--- config.mk ---
export PLATFORM = sky130hd
export DESIGN_NAME = two_level_thread_scheduler
export DESIGN_NICKNAME = d
export VERILOG_FILES = /design/src/tls_pkg.sv /design/src/two_level_thread_scheduler.sv /design/src/tls_hq_cell.sv /design/src/tls_fifo.sv
export SDC_FILE = /design/constraint.sdc
export NUM_CORES = 2
export LEC_CHECK = 0
export BUFFER_PORTS_ARGS = -buffer_cell sky130_fd_sc_hd__buf_2
export CAP_MARGIN = 15
export CORE_AREA = 2 2 503 505
export CTS_CLUSTER_SIZE = 10
export DETAILED_ROUTE_END_ITERATION = 12
export DIE_AREA = 0 0 505 507
export PLACE_DENSITY_LB_ADDON = 0.1
export SETUP_SLACK_MARGIN = 0.15
export SLEW_MARGIN = 40
export SYNTH_ARGS = -nofsm -noshare
export SYNTH_HDL_FRONTEND = slang
export SYNTH_SLANG_ARGS = --single-unit
--- constraint.sdc ---
create_clock -name clk -period 8.6 [get_ports clk]
set_input_delay 0.43 -clock clk [delete_from_list [all_inputs] [get_ports clk]]
set_output_delay 0.43 -clock clk [all_outputs]
set_load 0.01 [all_outputs]
--- src/tls_pkg.sv ---
// ----------------------------------------------------------------------------
// tls_pkg: shared types and constants of the two-level thread scheduler
// Thread states, event and result codes, fixed field widths and reset values.
// ----------------------------------------------------------------------------
package tls_pkg;

  // Fixed field widths
  localparam int OP_W   = 3;
  localparam int EV_W   = 4;
  localparam int RT_W   = 16;
  localparam int CFG_W  = 16;
  localparam int CIDX_W = 1;

  // Register indexes
  localparam logic [CIDX_W-1:0] REG_QUANTUM  = 1'b0;
  localparam logic [CIDX_W-1:0] REG_MAIN_RUN = 1'b1;

  // Register reset values
  localparam logic [CFG_W-1:0] QUANTUM_RST  = 16'd20;
  localparam logic [CFG_W-1:0] MAIN_RUN_RST = 16'd195;

  typedef enum logic [1:0] {
    ST_FREE    = 2'd0,
    ST_READY   = 2'd1,
    ST_RUN     = 2'd2,
    ST_BLOCKED = 2'd3
  } status_t;

  typedef enum logic [OP_W-1:0] {
    OP_CREATE    = 3'd0,
    OP_TICK      = 3'd1,
    OP_DISK_READ = 3'd2,
    OP_DISK_DONE = 3'd3,
    OP_EXIT      = 3'd4
  } op_t;

  typedef enum logic [EV_W-1:0] {
    EV_NONE      = 4'd0,
    EV_QUEUED    = 4'd1,
    EV_PREEMPT   = 4'd2,
    EV_FULL      = 4'd3,
    EV_SLICE     = 4'd4,
    EV_EJECTED   = 4'd5,
    EV_BLOCKED   = 4'd6,
    EV_UNBLK_Q   = 4'd7,
    EV_UNBLK_PRE = 4'd8,
    EV_FINISHED  = 4'd9,
    EV_WAKE      = 4'd10,
    EV_IDLE      = 4'd11,
    EV_DONE      = 4'd12
  } ev_t;

endpackage

--- src/two_level_thread_scheduler.sv ---
// ----------------------------------------------------------------------------
// two_level_thread_scheduler: shortest-first high queue, round-robin low queue
// Thread table, sorted high ready queue built as a row of cells, low ready
// FIFO and disk blocked FIFO; one result request per event request.
// ----------------------------------------------------------------------------
// Usage:
//   in_*  : event requests. tuser = op; tdata = priority_req, run_ticks,
//           cache_hit (lowest bit first).
//   out_* : one result request per event. tuser = event_res; tdata =
//           subject_id, running_id, cpu_idle, all_done.
//   cfg_* : register writes (0 low-priority slice length, 1 run ticks of thread 0),
//           the user must write only while no event is in flight (not enforced).
// Timing: an accepted event is resolved combinationally; the result is
//   held in the output register from the next cycle. A new event is taken
//   only once the previous result has been handed over.
// The sorted insert and the head pop of the high queue are done by all
// cells of the row at once; on an insert each compares its key with the new one.
// Stall: while a result waits, in_tready stays low; nothing is lost.
// Reset: thread 0 runs with main_run_ticks remaining and a quantum slice,
//   all queues empty. Before the first event a config write reloads thread 0.
// ----------------------------------------------------------------------------
module two_level_thread_scheduler import tls_pkg::*; #(
  parameter int MAX_THREADS = 16,
  parameter int TICK_WIDTH  = 16,
  localparam int IDW        = (MAX_THREADS > 1) ? $clog2(MAX_THREADS) : 1,
  localparam int IN_W       = ((RT_W + 2 + 7) / 8) * 8,
  localparam int OUT_W      = ((2 * IDW + 2 + 7) / 8) * 8
) (
  input  logic              clk,
  input  logic              rst_n,
  input  logic              in_tvalid,
  output logic              in_tready,
  input  logic [IN_W-1:0]   in_tdata,   // priority_req, run_ticks, cache_hit
  input  logic [OP_W-1:0]   in_tuser,   // op
  output logic              out_tvalid,
  input  logic              out_tready,
  output logic [OUT_W-1:0]  out_tdata,  // subject_id, running_id, cpu_idle, all_done
  output logic [EV_W-1:0]   out_tuser,  // event_res
  input  logic              cfg_we,
  input  logic [CIDX_W-1:0] cfg_index,
  input  logic [CFG_W-1:0]  cfg_data
);

  localparam int TW = TICK_WIDTH;
  localparam int N  = MAX_THREADS;
  localparam int CW = $clog2(N + 1);

  function automatic logic [TW-1:0] fit(input logic [TW-1:0] q, input logic [TW-1:0] r);
    fit = (q < r) ? q : r;
  endfunction

  // Registers
  logic [TW-1:0]  quantum_r, main_run_r;
  status_t        st_r   [N];
  logic           pri_r  [N];
  logic [TW-1:0]  rem_r  [N];
  logic [TW-1:0]  slc_r  [N];
  status_t        st_nxt [N];
  logic           pri_nxt[N];
  logic [TW-1:0]  rem_nxt[N];
  logic [TW-1:0]  slc_nxt[N];
  logic [IDW-1:0] run_r, run_nxt;
  logic           has_r, has_nxt;
  logic           started_r;
  logic [CW-1:0]  hq_cnt_r;

  logic              out_valid_r;
  logic [EV_W-1:0]   res_ev_r;
  logic [IDW-1:0]    res_subj_r, res_run_r;
  logic              res_idle_r, res_done_r;

  // Input fields
  logic           accept;
  op_t            op;
  logic           prio_in, hit_in;
  logic [TW-1:0]  ticks_in;

  assign accept    = in_tvalid && in_tready;
  assign in_tready = !out_valid_r;
  assign op        = op_t'(in_tuser);
  assign prio_in   = in_tdata[0];
  assign ticks_in  = TW'(in_tdata[RT_W:1]);
  assign hit_in    = in_tdata[RT_W+1];

  // Queue controls
  logic           hq_ins, hq_pop;
  logic [IDW-1:0] hq_ins_id;
  logic [TW-1:0]  hq_ins_key;
  logic           lq_push, lq_pop, bq_push, bq_pop;
  logic [IDW-1:0] lq_push_id, bq_push_id, lq_pop_id, bq_pop_id;
  logic [CW-1:0]  lq_cnt, bq_cnt;

  // High queue cell row
  logic           hq_gt   [N];
  logic           hq_valid[N];
  logic [IDW-1:0] hq_id   [N];
  logic [TW-1:0]  hq_key  [N];

  for (genvar g = 0; g < N; g++) begin : g_hq
    tls_hq_cell #(.IDW(IDW), .TW(TW)) u_cell (
      .clk       (clk),
      .rst_n     (rst_n),
      .ins       (hq_ins),
      .ins_id    (hq_ins_id),
      .ins_key   (hq_ins_key),
      .pop       (hq_pop),
      .prev_gt   ((g == 0) ? 1'b0 : hq_gt[(g + N - 1) % N]),
      .prev_valid((g == 0) ? 1'b0 : hq_valid[(g + N - 1) % N]),
      .prev_id   (hq_id[(g + N - 1) % N]),
      .prev_key  (hq_key[(g + N - 1) % N]),
      .next_valid((g == N - 1) ? 1'b0 : hq_valid[(g + 1) % N]),
      .next_id   (hq_id[(g + 1) % N]),
      .next_key  (hq_key[(g + 1) % N]),
      .gt        (hq_gt[g]),
      .valid     (hq_valid[g]),
      .id        (hq_id[g]),
      .key       (hq_key[g])
    );
  end

  tls_fifo #(.DEPTH(N), .IDW(IDW), .CW(CW)) u_low (
    .clk(clk), .rst_n(rst_n), .push(lq_push), .push_id(lq_push_id),
    .pop(lq_pop), .pop_id(lq_pop_id), .cnt(lq_cnt)
  );

  tls_fifo #(.DEPTH(N), .IDW(IDW), .CW(CW)) u_blk (
    .clk(clk), .rst_n(rst_n), .push(bq_push), .push_id(bq_push_id),
    .pop(bq_pop), .pop_id(bq_pop_id), .cnt(bq_cnt)
  );

  // Free slot search
  logic           free_found;
  logic [IDW-1:0] free_id;
  always_comb begin
    free_found = 1'b0;
    free_id    = '0;
    for (int k = N - 1; k >= 0; k--) begin
      if (st_r[k] == ST_FREE) begin
        free_found = 1'b1;
        free_id    = IDW'(k);
      end
    end
  end

  // Event resolution
  ev_t            ev;
  logic [IDW-1:0] subj;
  logic           sched;
  logic [TW-1:0]  rem_dec, slc_dec;
  logic [CW-1:0]  hq_cnt_nxt, lq_cnt_nxt, bq_cnt_nxt;
  logic           done_nxt;
  logic [TW-1:0]  q_new, m_new;
  logic [IDW-1:0] r;

  assign r       = run_r;
  assign rem_dec = rem_r[r] - TW'(1);
  assign slc_dec = (slc_r[r] != '0) ? (slc_r[r] - TW'(1)) : '0;
  assign q_new   = (cfg_we && cfg_index == REG_QUANTUM)  ? TW'(cfg_data) : quantum_r;
  assign m_new   = (cfg_we && cfg_index == REG_MAIN_RUN) ? TW'(cfg_data) : main_run_r;

  always_comb begin
    st_nxt     = st_r;
    pri_nxt    = pri_r;
    rem_nxt    = rem_r;
    slc_nxt    = slc_r;
    run_nxt    = run_r;
    has_nxt    = has_r;
    ev         = EV_NONE;
    subj       = '0;
    sched      = 1'b0;
    hq_ins     = 1'b0;
    hq_ins_id  = '0;
    hq_ins_key = '0;
    hq_pop     = 1'b0;
    lq_push    = 1'b0;
    lq_push_id = '0;
    lq_pop     = 1'b0;
    bq_push    = 1'b0;
    bq_push_id = r;
    bq_pop     = 1'b0;

    if (accept) begin
      case (op)
        OP_CREATE: begin
          if (!free_found) begin
            ev = EV_FULL;
          end else begin
            pri_nxt[free_id] = prio_in;
            rem_nxt[free_id] = ticks_in;
            slc_nxt[free_id] = fit(quantum_r, ticks_in);
            subj             = free_id;
            if (has_r && prio_in && (!pri_r[r] || ticks_in < rem_r[r])) begin
              // park the runner, then run the new thread
              st_nxt[r] = ST_READY;
              if (pri_r[r]) begin
                hq_ins     = 1'b1;
                hq_ins_id  = r;
                hq_ins_key = rem_r[r];
              end else begin
                slc_nxt[r] = fit(quantum_r, rem_r[r]);
                lq_push    = 1'b1;
                lq_push_id = r;
              end
              st_nxt[free_id] = ST_RUN;
              run_nxt         = free_id;
              has_nxt         = 1'b1;
              ev              = EV_PREEMPT;
            end else begin
              st_nxt[free_id] = ST_READY;
              if (prio_in) begin
                hq_ins     = 1'b1;
                hq_ins_id  = free_id;
                hq_ins_key = ticks_in;
              end else begin
                lq_push    = 1'b1;
                lq_push_id = free_id;
              end
              ev = EV_QUEUED;
            end
          end
        end
        OP_TICK: begin
          if (!has_r) begin
            if (hq_cnt_r != '0 || lq_cnt != '0) begin
              sched = 1'b1;
              ev    = EV_WAKE;
            end else begin
              ev = EV_DONE;
            end
          end else if (rem_r[r] == '0) begin
            st_nxt[r] = ST_FREE;
            sched     = 1'b1;
            ev        = EV_EJECTED;
            subj      = r;
          end else if (pri_r[r]) begin
            rem_nxt[r] = rem_dec;
          end else begin
            rem_nxt[r] = rem_dec;
            slc_nxt[r] = slc_dec;
            if (rem_dec != '0 && slc_dec == '0) begin
              slc_nxt[r] = fit(quantum_r, rem_dec);
              st_nxt[r]  = ST_READY;
              lq_push    = 1'b1;
              lq_push_id = r;
              sched      = 1'b1;
              ev         = EV_SLICE;
              subj       = r;
            end
          end
        end
        OP_DISK_READ: begin
          if (!has_r) begin
            ev = EV_DONE;
          end else if (!hit_in) begin
            bq_push   = 1'b1;
            st_nxt[r] = ST_BLOCKED;
            sched     = 1'b1;
            ev        = EV_BLOCKED;
            subj      = r;
          end
        end
        OP_DISK_DONE: begin
          if (bq_cnt != '0) begin
            bq_pop = 1'b1;
            subj   = bq_pop_id;
            if (pri_r[bq_pop_id] && has_r &&
                (!pri_r[r] || rem_r[bq_pop_id] < rem_r[r])) begin
              st_nxt[r] = ST_READY;
              if (pri_r[r]) begin
                hq_ins     = 1'b1;
                hq_ins_id  = r;
                hq_ins_key = rem_r[r];
              end else begin
                slc_nxt[r] = fit(quantum_r, rem_r[r]);
                lq_push    = 1'b1;
                lq_push_id = r;
              end
              st_nxt[bq_pop_id] = ST_RUN;
              run_nxt           = bq_pop_id;
              has_nxt           = 1'b1;
              ev                = EV_UNBLK_PRE;
            end else begin
              st_nxt[bq_pop_id] = ST_READY;
              if (pri_r[bq_pop_id]) begin
                hq_ins     = 1'b1;
                hq_ins_id  = bq_pop_id;
                hq_ins_key = rem_r[bq_pop_id];
              end else begin
                lq_push    = 1'b1;
                lq_push_id = bq_pop_id;
              end
              ev = EV_UNBLK_Q;
            end
          end
        end
        OP_EXIT: begin
          if (!has_r) begin
            ev = EV_DONE;
          end else begin
            st_nxt[r] = ST_FREE;
            sched     = 1'b1;
            ev        = EV_FINISHED;
            subj      = r;
          end
        end
        default: ev = EV_NONE;
      endcase

      // dispatch: high head first, then low head
      if (sched) begin
        if (hq_cnt_r != '0) begin
          hq_pop            = 1'b1;
          run_nxt           = hq_id[0];
          has_nxt           = 1'b1;
          st_nxt[hq_id[0]]  = ST_RUN;
        end else if (lq_cnt != '0 || lq_push) begin
          lq_pop             = 1'b1;
          run_nxt            = lq_pop_id;
          has_nxt            = 1'b1;
          st_nxt[lq_pop_id]  = ST_RUN;
        end else begin
          run_nxt = '0;
          has_nxt = 1'b0;
        end
        if (ev == EV_WAKE) begin
          subj = run_nxt;
        end
      end
    end

    // before the first event a register write reloads thread 0
    if (cfg_we && !started_r) begin
      rem_nxt[0] = m_new;
      slc_nxt[0] = q_new;
    end
  end

  assign hq_cnt_nxt = hq_cnt_r + CW'(hq_ins) - CW'(hq_pop);
  assign lq_cnt_nxt = lq_cnt + CW'(lq_push) - CW'(lq_pop);
  assign bq_cnt_nxt = bq_cnt + CW'(bq_push) - CW'(bq_pop);
  assign done_nxt   = !has_nxt && hq_cnt_nxt == '0 && lq_cnt_nxt == '0 && bq_cnt_nxt == '0;

  // Scheduler state
  always_ff @(posedge clk) begin
    if (!rst_n) begin
      quantum_r  <= TW'(QUANTUM_RST);
      main_run_r <= TW'(MAIN_RUN_RST);
      for (int k = 0; k < N; k++) begin
        st_r[k]  <= (k == 0) ? ST_RUN : ST_FREE;
        pri_r[k] <= 1'b0;
        rem_r[k] <= (k == 0) ? TW'(MAIN_RUN_RST) : '0;
        slc_r[k] <= (k == 0) ? TW'(QUANTUM_RST) : '0;
      end
      run_r     <= '0;
      has_r     <= 1'b1;
      started_r <= 1'b0;
      hq_cnt_r  <= '0;
    end else begin
      quantum_r  <= q_new;
      main_run_r <= m_new;
      st_r       <= st_nxt;
      pri_r      <= pri_nxt;
      rem_r      <= rem_nxt;
      slc_r      <= slc_nxt;
      run_r      <= run_nxt;
      has_r      <= has_nxt;
      hq_cnt_r   <= hq_cnt_nxt;
      if (accept) begin
        started_r <= 1'b1;
      end
    end
  end

  // Result register
  always_ff @(posedge clk) begin
    if (!rst_n) begin
      out_valid_r <= 1'b0;
    end else if (accept) begin
      out_valid_r <= 1'b1;
    end else if (out_tready) begin
      out_valid_r <= 1'b0;
    end
    if (accept) begin
      res_ev_r   <= (ev == EV_DONE && !done_nxt) ? EV_IDLE : ev;
      res_subj_r <= subj;
      res_run_r  <= has_nxt ? run_nxt : '0;
      res_idle_r <= !has_nxt && !done_nxt;
      res_done_r <= done_nxt;
    end
  end

  assign out_tvalid = out_valid_r;
  assign out_tuser  = res_ev_r;
  assign out_tdata  = OUT_W'({res_done_r, res_idle_r, res_run_r, res_subj_r});

endmodule

--- src/tls_hq_cell.sv ---
// ----------------------------------------------------------------------------
// tls_hq_cell: one slot of the sorted high-priority ready queue
// Holds one thread id and its key; takes a new entry, its left neighbour's
// entry on an insert, or its right neighbour's entry on a pop.
// ----------------------------------------------------------------------------
module tls_hq_cell import tls_pkg::*; #(
  parameter int IDW = 4,
  parameter int TW  = 16
) (
  input  logic           clk,
  input  logic           rst_n,
  input  logic           ins,
  input  logic [IDW-1:0] ins_id,
  input  logic [TW-1:0]  ins_key,
  input  logic           pop,
  input  logic           prev_gt,
  input  logic           prev_valid,
  input  logic [IDW-1:0] prev_id,
  input  logic [TW-1:0]  prev_key,
  input  logic           next_valid,
  input  logic [IDW-1:0] next_id,
  input  logic [TW-1:0]  next_key,
  output logic           gt,
  output logic           valid,
  output logic [IDW-1:0] id,
  output logic [TW-1:0]  key
);

  logic           valid_r, valid_nxt;
  logic [IDW-1:0] id_r, id_nxt;
  logic [TW-1:0]  key_r, key_nxt;

  // empty slot counts as larger, so the insert point is found at the tail
  assign gt = !valid_r || (key_r > ins_key);

  always_comb begin
    valid_nxt = valid_r;
    id_nxt    = id_r;
    key_nxt   = key_r;
    if (ins && gt) begin
      if (prev_gt) begin
        valid_nxt = prev_valid;
        id_nxt    = prev_id;
        key_nxt   = prev_key;
      end else begin
        valid_nxt = 1'b1;
        id_nxt    = ins_id;
        key_nxt   = ins_key;
      end
    end else if (pop) begin
      valid_nxt = next_valid;
      id_nxt    = next_id;
      key_nxt   = next_key;
    end
  end

  always_ff @(posedge clk) begin
    if (!rst_n) begin
      valid_r <= 1'b0;
    end else begin
      valid_r <= valid_nxt;
    end
    id_r  <= id_nxt;
    key_r <= key_nxt;
  end

  assign valid = valid_r;
  assign id    = id_r;
  assign key   = key_r;

endmodule

--- src/tls_fifo.sv ---
// ----------------------------------------------------------------------------
// tls_fifo: shifting FIFO of thread ids
// Entries move one place towards the head on a pop; a push lands at the tail.
// Push and pop in one cycle on an empty FIFO pass the pushed id straight out.
// ----------------------------------------------------------------------------
module tls_fifo import tls_pkg::*; #(
  parameter int DEPTH = 16,
  parameter int IDW   = 4,
  parameter int CW    = 5
) (
  input  logic           clk,
  input  logic           rst_n,
  input  logic           push,
  input  logic [IDW-1:0] push_id,
  input  logic           pop,
  output logic [IDW-1:0] pop_id,
  output logic [CW-1:0]  cnt
);

  logic [IDW-1:0] cell_r [DEPTH];
  logic [CW-1:0]  cnt_r;
  logic [CW-1:0]  wr_pos;

  assign pop_id = (cnt_r == '0) ? push_id : cell_r[0];
  assign cnt    = cnt_r;
  assign wr_pos = pop ? (cnt_r - CW'(1)) : cnt_r;

  // shift towards the head, write the tail
  always_ff @(posedge clk) begin
    for (int k = 0; k < DEPTH; k++) begin
      if (push && (cnt_r != '0 || !pop) && (wr_pos == CW'(k))) begin
        cell_r[k] <= push_id;
      end else if (pop && k < DEPTH - 1) begin
        cell_r[k] <= cell_r[(k + 1) % DEPTH];
      end
    end
  end

  // occupancy
  always_ff @(posedge clk) begin
    if (!rst_n) begin
      cnt_r <= '0;
    end else if (push && !pop && cnt_r < CW'(DEPTH)) begin
      cnt_r <= cnt_r + CW'(1);
    end else if (pop && !push && cnt_r != '0) begin
      cnt_r <= cnt_r - CW'(1);
    end
  end

endmodule

# Yosys cells after proc, flatten, opt, wreduce, memory -nomap -nowiden
# Memory sizes are Yosys's and may differ from the RTL's.
# Cells that the tools add are included.
# op_classes
add_sub_neg	12
magnitude_cmp	33
n_eq_ne	50
mux	538
bitwise	60
reduce_logical	185
# op_table
cell	n
two-way mux 256 bit	15
bitwise mux 256 bit	7
two-way mux 16 bit	71
one-hot mux 256 bit (3 select lines)	1
two-way mux 4 bit	140
one-hot mux 256 bit (2 select lines)	1
two-way mux 32 bit	15
> comparator 16 bit	16
two-way mux 1 bit	244
binary-select mux 16 bit (select 4 bit)	3
one-hot mux 32 bit (5 select lines)	1
demux 16 bit (select 4 bit)	2
bitwise AND 16 bit	7
inverter 16 bit	7
bitwise OR 16 bit	7
equality test 5 x 4 -> 1 bit (second input constant)	16
less-than comparator 16 bit	5
logical AND 1 bit	77
nonzero test 2 bit	21
demux 2 bit (select 4 bit)	5
equality test 5 x 3 -> 1 bit (second input constant)	8
one-hot mux 4 bit (5 select lines)	2
zero test 5 bit	7
bitwise AND 32 bit	1
45 further kinds	199
# word_totals
reg_bits	964
ramBits	128
in_bits	49
output_inout_bits	22
wordCells	1006
mem_count	2
# mem_list
memory	words	word_bits	rd	rd_clocked_by_memory_dff	wr	line	source
u_blk.cell_r	16	4	16	0	15	tls_fifo.sv:20	logic [IDW-1:0] cell_r [DEPTH];
u_low.cell_r	16	4	16	0	16	tls_fifo.sv:20	

# Longest topological paths before layout
# logic_depth
word_depth	33
ltp_mapped	49
ltp_nobuf	37

# Cells and area by module
# From an unflattened synthesis, not the netlist that was laid out.
# hier_totals
cells_unflattened	8824
hier_area_um2	80380.8
# by_module_without_submodules
mod	instances	cells_each	area_per_inst_um2	seq_area_each_um2
two_level_thread_scheduler	1	5874	46175.5	12512.0
tls_hq_cell	16	153	1685.4	620.6
tls_fifo	2	251	3619.7	2021.9

# Least setup slack after synthesis
# No wires, ideal clock.
# synth_path
path_kind	register to register
startpoint	register run_r[1] (netlist: bq_push_id[1])
endpoint	register g_hq[3].u_cell.id_r[0], enable pin
setup_time_ps	394
arrival_time_ps	8416
required_time_ps	8206
slack_ps	-210
path_stages_with_launch	46
path_buffers	15
synth_period_minus_slack_ps	8810
cell_sequence	dfxtp_1 > buf_2 > buf_4 > buf_2 > buf_4 > buf_2 > mux2i_1 > clkbuf_1 > clkbuf_1 > clkbuf_1 > clkbuf_1 > nand3_1 > nand3_1 > a31oi_1 > ha_1 > nand4_1 > or2_2 > o221a_2 > [10 not listed] > inv_1 > ha_1 > nor2b_1 > o21a_1 > o21ai_0 > nand2b_1 > a21oi_1 > nor2b_1 > o21ai_0 > nand2b_1 > a21oi_1 > o31a_1 > o21a_1 > buf_1 > nand2b_1 > buf_1 > clkbuf_1 > nand2_1
# synth_between
elab_chain_len	17
elab_cells_between_ends	62
classes_between	2 x add/sub; 3 x order compare; 41 x mux; 2 x bitwise; 14 x reduce/logical
# synth_lines
element	line	source
start: declaration	two_level_thread_scheduler.sv:62	logic [IDW-1:0] run_r, run_nxt;
start signal: assignment	two_level_thread_scheduler.sv:365	run_r <= run_nxt;
parallel branches: the longest is 16 deep, another holds less-than comparator 16 bit	-	
nonzero test 2 bit (no source line) *	-	
end signal: assignment	tls_hq_cell.sv:63	id_r <= id_nxt;
end: declaration	tls_hq_cell.sv:30	logic [IDW-1:0] id_r, id_nxt;
# Mark *: on every way between the ends. The select of a mux whose other input is x is not followed.
# A chain may end at the register's enable or synchronous reset.

==> flow_summary_export.csv <==
group,metric,value,unit
yosys,synth_ff_type,"dfxtp_1",
floorplanning,rows,184,
yosys,synth_top_family_by_area,"compound AO/OA/AOI/OAI gates",
yosys,synth_cell_types,114,
clocking,cts_buffers,149,
yosys,yosys.area_share.xor_xnor,0.538,%
clocking,cts_sinks,1092,
cells_and_area,layout-drive-gt1-share,17.5,%
floorplanning,die_w,505,µm
routing,drc,0,
pwr,power.leakage,33.5,nW
timing,post-route-period-util,97.1,%
worst_setup_path,crit_slowest_cell,"edfxtp_1",
timing,finalHoldViolations,0,
placement,placed_area,83100,µm²
global_routing,grt_max_degree,159,
routing,wl_per_cell,31.0,µm
timing,finalCriticalPeriod,8350,ps
clocking,htree_levels,4,
yosys,synthArstFlopShare,0,%
yosys,synth_seq_cells,1092,
global_routing,grt_overflow,0,
placement,gp_congestion,0.946,
routing,drt-total-wl,389000,µm
global_routing,grtUsageTotal,28.9,%
pwr,total_power,15.9,mW
timing,worstMarginPinSlew,930,ps
pwr,power.density,177,nW/µm²
floorplanning,floorplan.initialDensity,29.9,%
worst_hold_path,min_path_type,"in2reg",
worst_setup_path,critPathCaptureType,"register",
timing,rsz0062_at_grt,"yes",
timing,fmax,120,MHz
routing,via_per_inst,6.11,
yosys,synth-simple-area-share,16.0,%
clocking,clock_latency,840,ps
cells_and_area,nNetsFinal,9468,
floorplanning,die_h,507,µm
floorplanning,dieArea,256000,µm²
worst_setup_path,path_buf_inv,5,
cells_and_area,fin_area,89600,µm²
worst_setup_path,worstSetupPathType,"reg2reg",
yosys,synth_mux_area_share,9.79,%
yosys,netlist_area,74900,µm²
global_routing,grt_pass1_vias,71800,
yosys,yosys_warnings,0,
timing,fin_ws,247,ps
yosys,syn_inst,8901,
placement,hpwl,272000,µm
flow_run,cap_violations,0,
floorplanning,io_pins,71,
clocking,cts-root-buf,"clkbuf_16",
routing,drt_iter0_markers,9775,
clocking,cts_tree,"yes",
placement,io_buffers,58,
worst_setup_path,cp.arrival,8920,ps
timing,setup_viol,0,
yosys,synth_seq_area_share,35.3,%
timing,clock_skew,52.5,ps
routing,detail-route-antenna-nets,0,
worst_setup_path,cp-start-kind,"register",
global_routing,antenna_found_initial,24,
floorplanning,fp.coreArea,250000,µm²
yosys,synthAdderAreaFrac,6.21,%
clocking,clk_pin_slew,60,ps
clocking,clk_path_buf_depth,3,
status,status,"finished clean",
yosys,synth_edf_count,462,
yosys,post_synth.cell_area_avg,8.42,µm²
worst_setup_path,slowest_delay,820,ps
timing,report.final.slew_viol_count,0,
worst_setup_path,crit_path_frequent_cell,"o21a_1",
cells_and_area,syn2layout_area_growth,19.6,%
yosys,synth_compound_area_share,26.9,%
routing,routed-via-count,76500,
worst_setup_path,cp_data_required_time,9170,ps
worst_setup_path,critPathTopFamily,"compound AO/OA/AOI/OAI gates",
placement,dp_slack,-144,ps
routing,dr.pass1.iters,9,
timing,slew_headroom,37.5,%
worst_setup_path,cp_max_fo,14,
pwr,ir_worst_vdd,0.143,mV
global_routing,grt_pass1_wl,544000,µm
-- state kept, by name, indices dropped and copies added, names as in the netlist, 5 cells and up --
name	cells
g_hq.u_cell.key	256
rem_r	256
slc_r	256
g_hq.u_cell.id	64
u_blk.cell_r	64
u_low.cell_r	64
st_r	32
g_hq.u_cell.valid	16
main_run_r	16
pri_r	16
quantum_r	16
hq_cnt_r	5
u_blk.cnt	5
u_low.cnt	5
-- tightest hold or removal path: cells and delay by family --
kind	cells	cell delay [ps]
AO/OA/AOI/OAI	1	170
AND/OR/NAND/NOR	1	90
buffers and inverters	1	190
-- logic make-up (layout without fill, tap and decap cells) --
group,after synthesis,after routing
other,1,10
buffers and inverters,942,1201
adder cells (fa/ha/maj),370,370
AND/OR/NAND/NOR,2770,2770
multiplexers,555,556
flip-flops,1092,1092
AO/OA/AOI/OAI,3125,3126
XOR/XNOR,46,46
-- cell usage in the layout (no fill, tap or decap), types with 27 or more instances in the layout --
cell type and n:
nor2_1 1063, o21ai_0 988, nand2_1 919, dfxtp_1 623
buf_4 581, a21oi_1 548, a211oi_1 533, edfxtp_1 462
ha_1 359, mux2i_1 258, o221ai_1 248, nand3_1 214
clkbuf_16 166, a21o_1 131, mux4_2 128, inv_1 124
mux2_2 119, nor3_1 115, nand4_1 75, a22oi_1 74
buf_12 71, o21a_1 62, buf_2 60, nand2b_1 59
o21ai_1 52, o22ai_1 51, a221oi_1 42, clkbuf_1 42
and3_1 41, nor2b_1 38, a31oi_1 32, a311oi_1 30
a21oi_2 30, and2_1 27
-- metrics by stage --
step           std cells  util [%]  hold WS [ps]  TNS [ps]
6_report           12500      35.8          79.3         0
5_1_grt            12500      35.8          79.2         0
4_1_cts            12500      35.3          23.1         0
3_5_place_dp       12200      33.2           470     -8500
3_3_place_gp       12200      32.9           455    -34790
2_1_floorplan       8906         -           403         0
-- cell usage after synthesis (all sizes together) (10+ instances only) --
master | n | share of area, %
nor2 | 1097 | 5.6
o21ai | 1054 | 7.0
nand2 | 957 | 4.8
dfxtp | 630 | 17
clkbuf | 627 | 3.1
a21oi | 604 | 4.2
a211oi | 539 | 5.4
edfxtp | 462 | 19
ha | 367 | 6.1
mux2i | 284 | 3.8
o221ai | 249 | 2.9
nand3 | 215 | 1.4
buf | 169 | 1.3
mux2 | 143 | 2.1
nor3 | 141 | 1.0
inv | 137 | 0.69
a21o | 133 | 1.3
mux4 | 128 | 3.8
nand4 | 78 | 0.68
a22oi | 77 | 0.78
o21a | 63 | 0.64
o22ai | 62 | 0.52
nand2b | 61 | 0.51
a311oi | 55 | 0.70
a31oi | 47 | 0.49
and3 | 45 | 0.38
nor2b | 43 | 0.36
a221oi | 42 | 0.49
xnor2 | 34 | 0.40
nor4 | 33 | 0.35
and2 | 32 | 0.27
o211ai | 26 | 0.27
a2111oi | 21 | 0.27
or2 | 20 | 0.17
o2111ai | 15 | 0.18
o31ai | 14 | 0.14
or3 | 14 | 0.12
a221o | 13 | 0.17
a222oi | 13 | 0.17
a22o | 13 | 0.15
xor2 | 12 | 0.14
a21boi | 10 | 0.10
-- final cells by class --
class	instances	area, µm²
multi-input combinational	6874	46300
antenna	4	10.0
tap	3348	4190
inverter	146	564
clock inverter	56	583
fill	26000	161000
clock buffer	213	4220
sequential	1092	26500
timing repair buffer	786	7310
-- power by group --
part,switching (mW),internal (mW)
clock network,2.70,3.61
logic,2.57,1.20
registers,0.226,5.60
total,5.50,10.4
-- repair_timing --
action / CTS / global route
hold buffers: 17 / 0
endpoints found under the hold margin: 28 / 0
setup buffers: 10 / 24
gates cloned: 4 / 15
gates resized for setup: 22 / 165
setup endpoints to repair: 626 / 687
pin swaps: 5 / 40
-- routing by layer --
metal  vias up  track usage [%]  wire, µm  part of all wire, %
met4        10             9.50     13300                  3.4
met1     37900             42.5    177000                   45
li1      33700                -         -                    -
met3       705             6.53     39300                   10
met5         -                0        75                0.019
met2      4151             41.3    159000                   41
-- path summary, 6_finish.rpt --
check | slack (ps) | cells past startpoint | to | start
hold / removal | 80 | 3 | quantum_r[0] | cfg_data[0]
setup reg to reg | 250 | 38 | g_hq[5].u_cell.id[0] | u_blk.cell_r[0][1]
hold reg to reg | 480 | 2 | main_run_r[6] | main_run_r[6]
setup / recovery | 250 | 38 | g_hq[5].u_cell.id[0] | u_blk.cell_r[0][1]
Note: power is estimated with default switching activity, not from simulation.
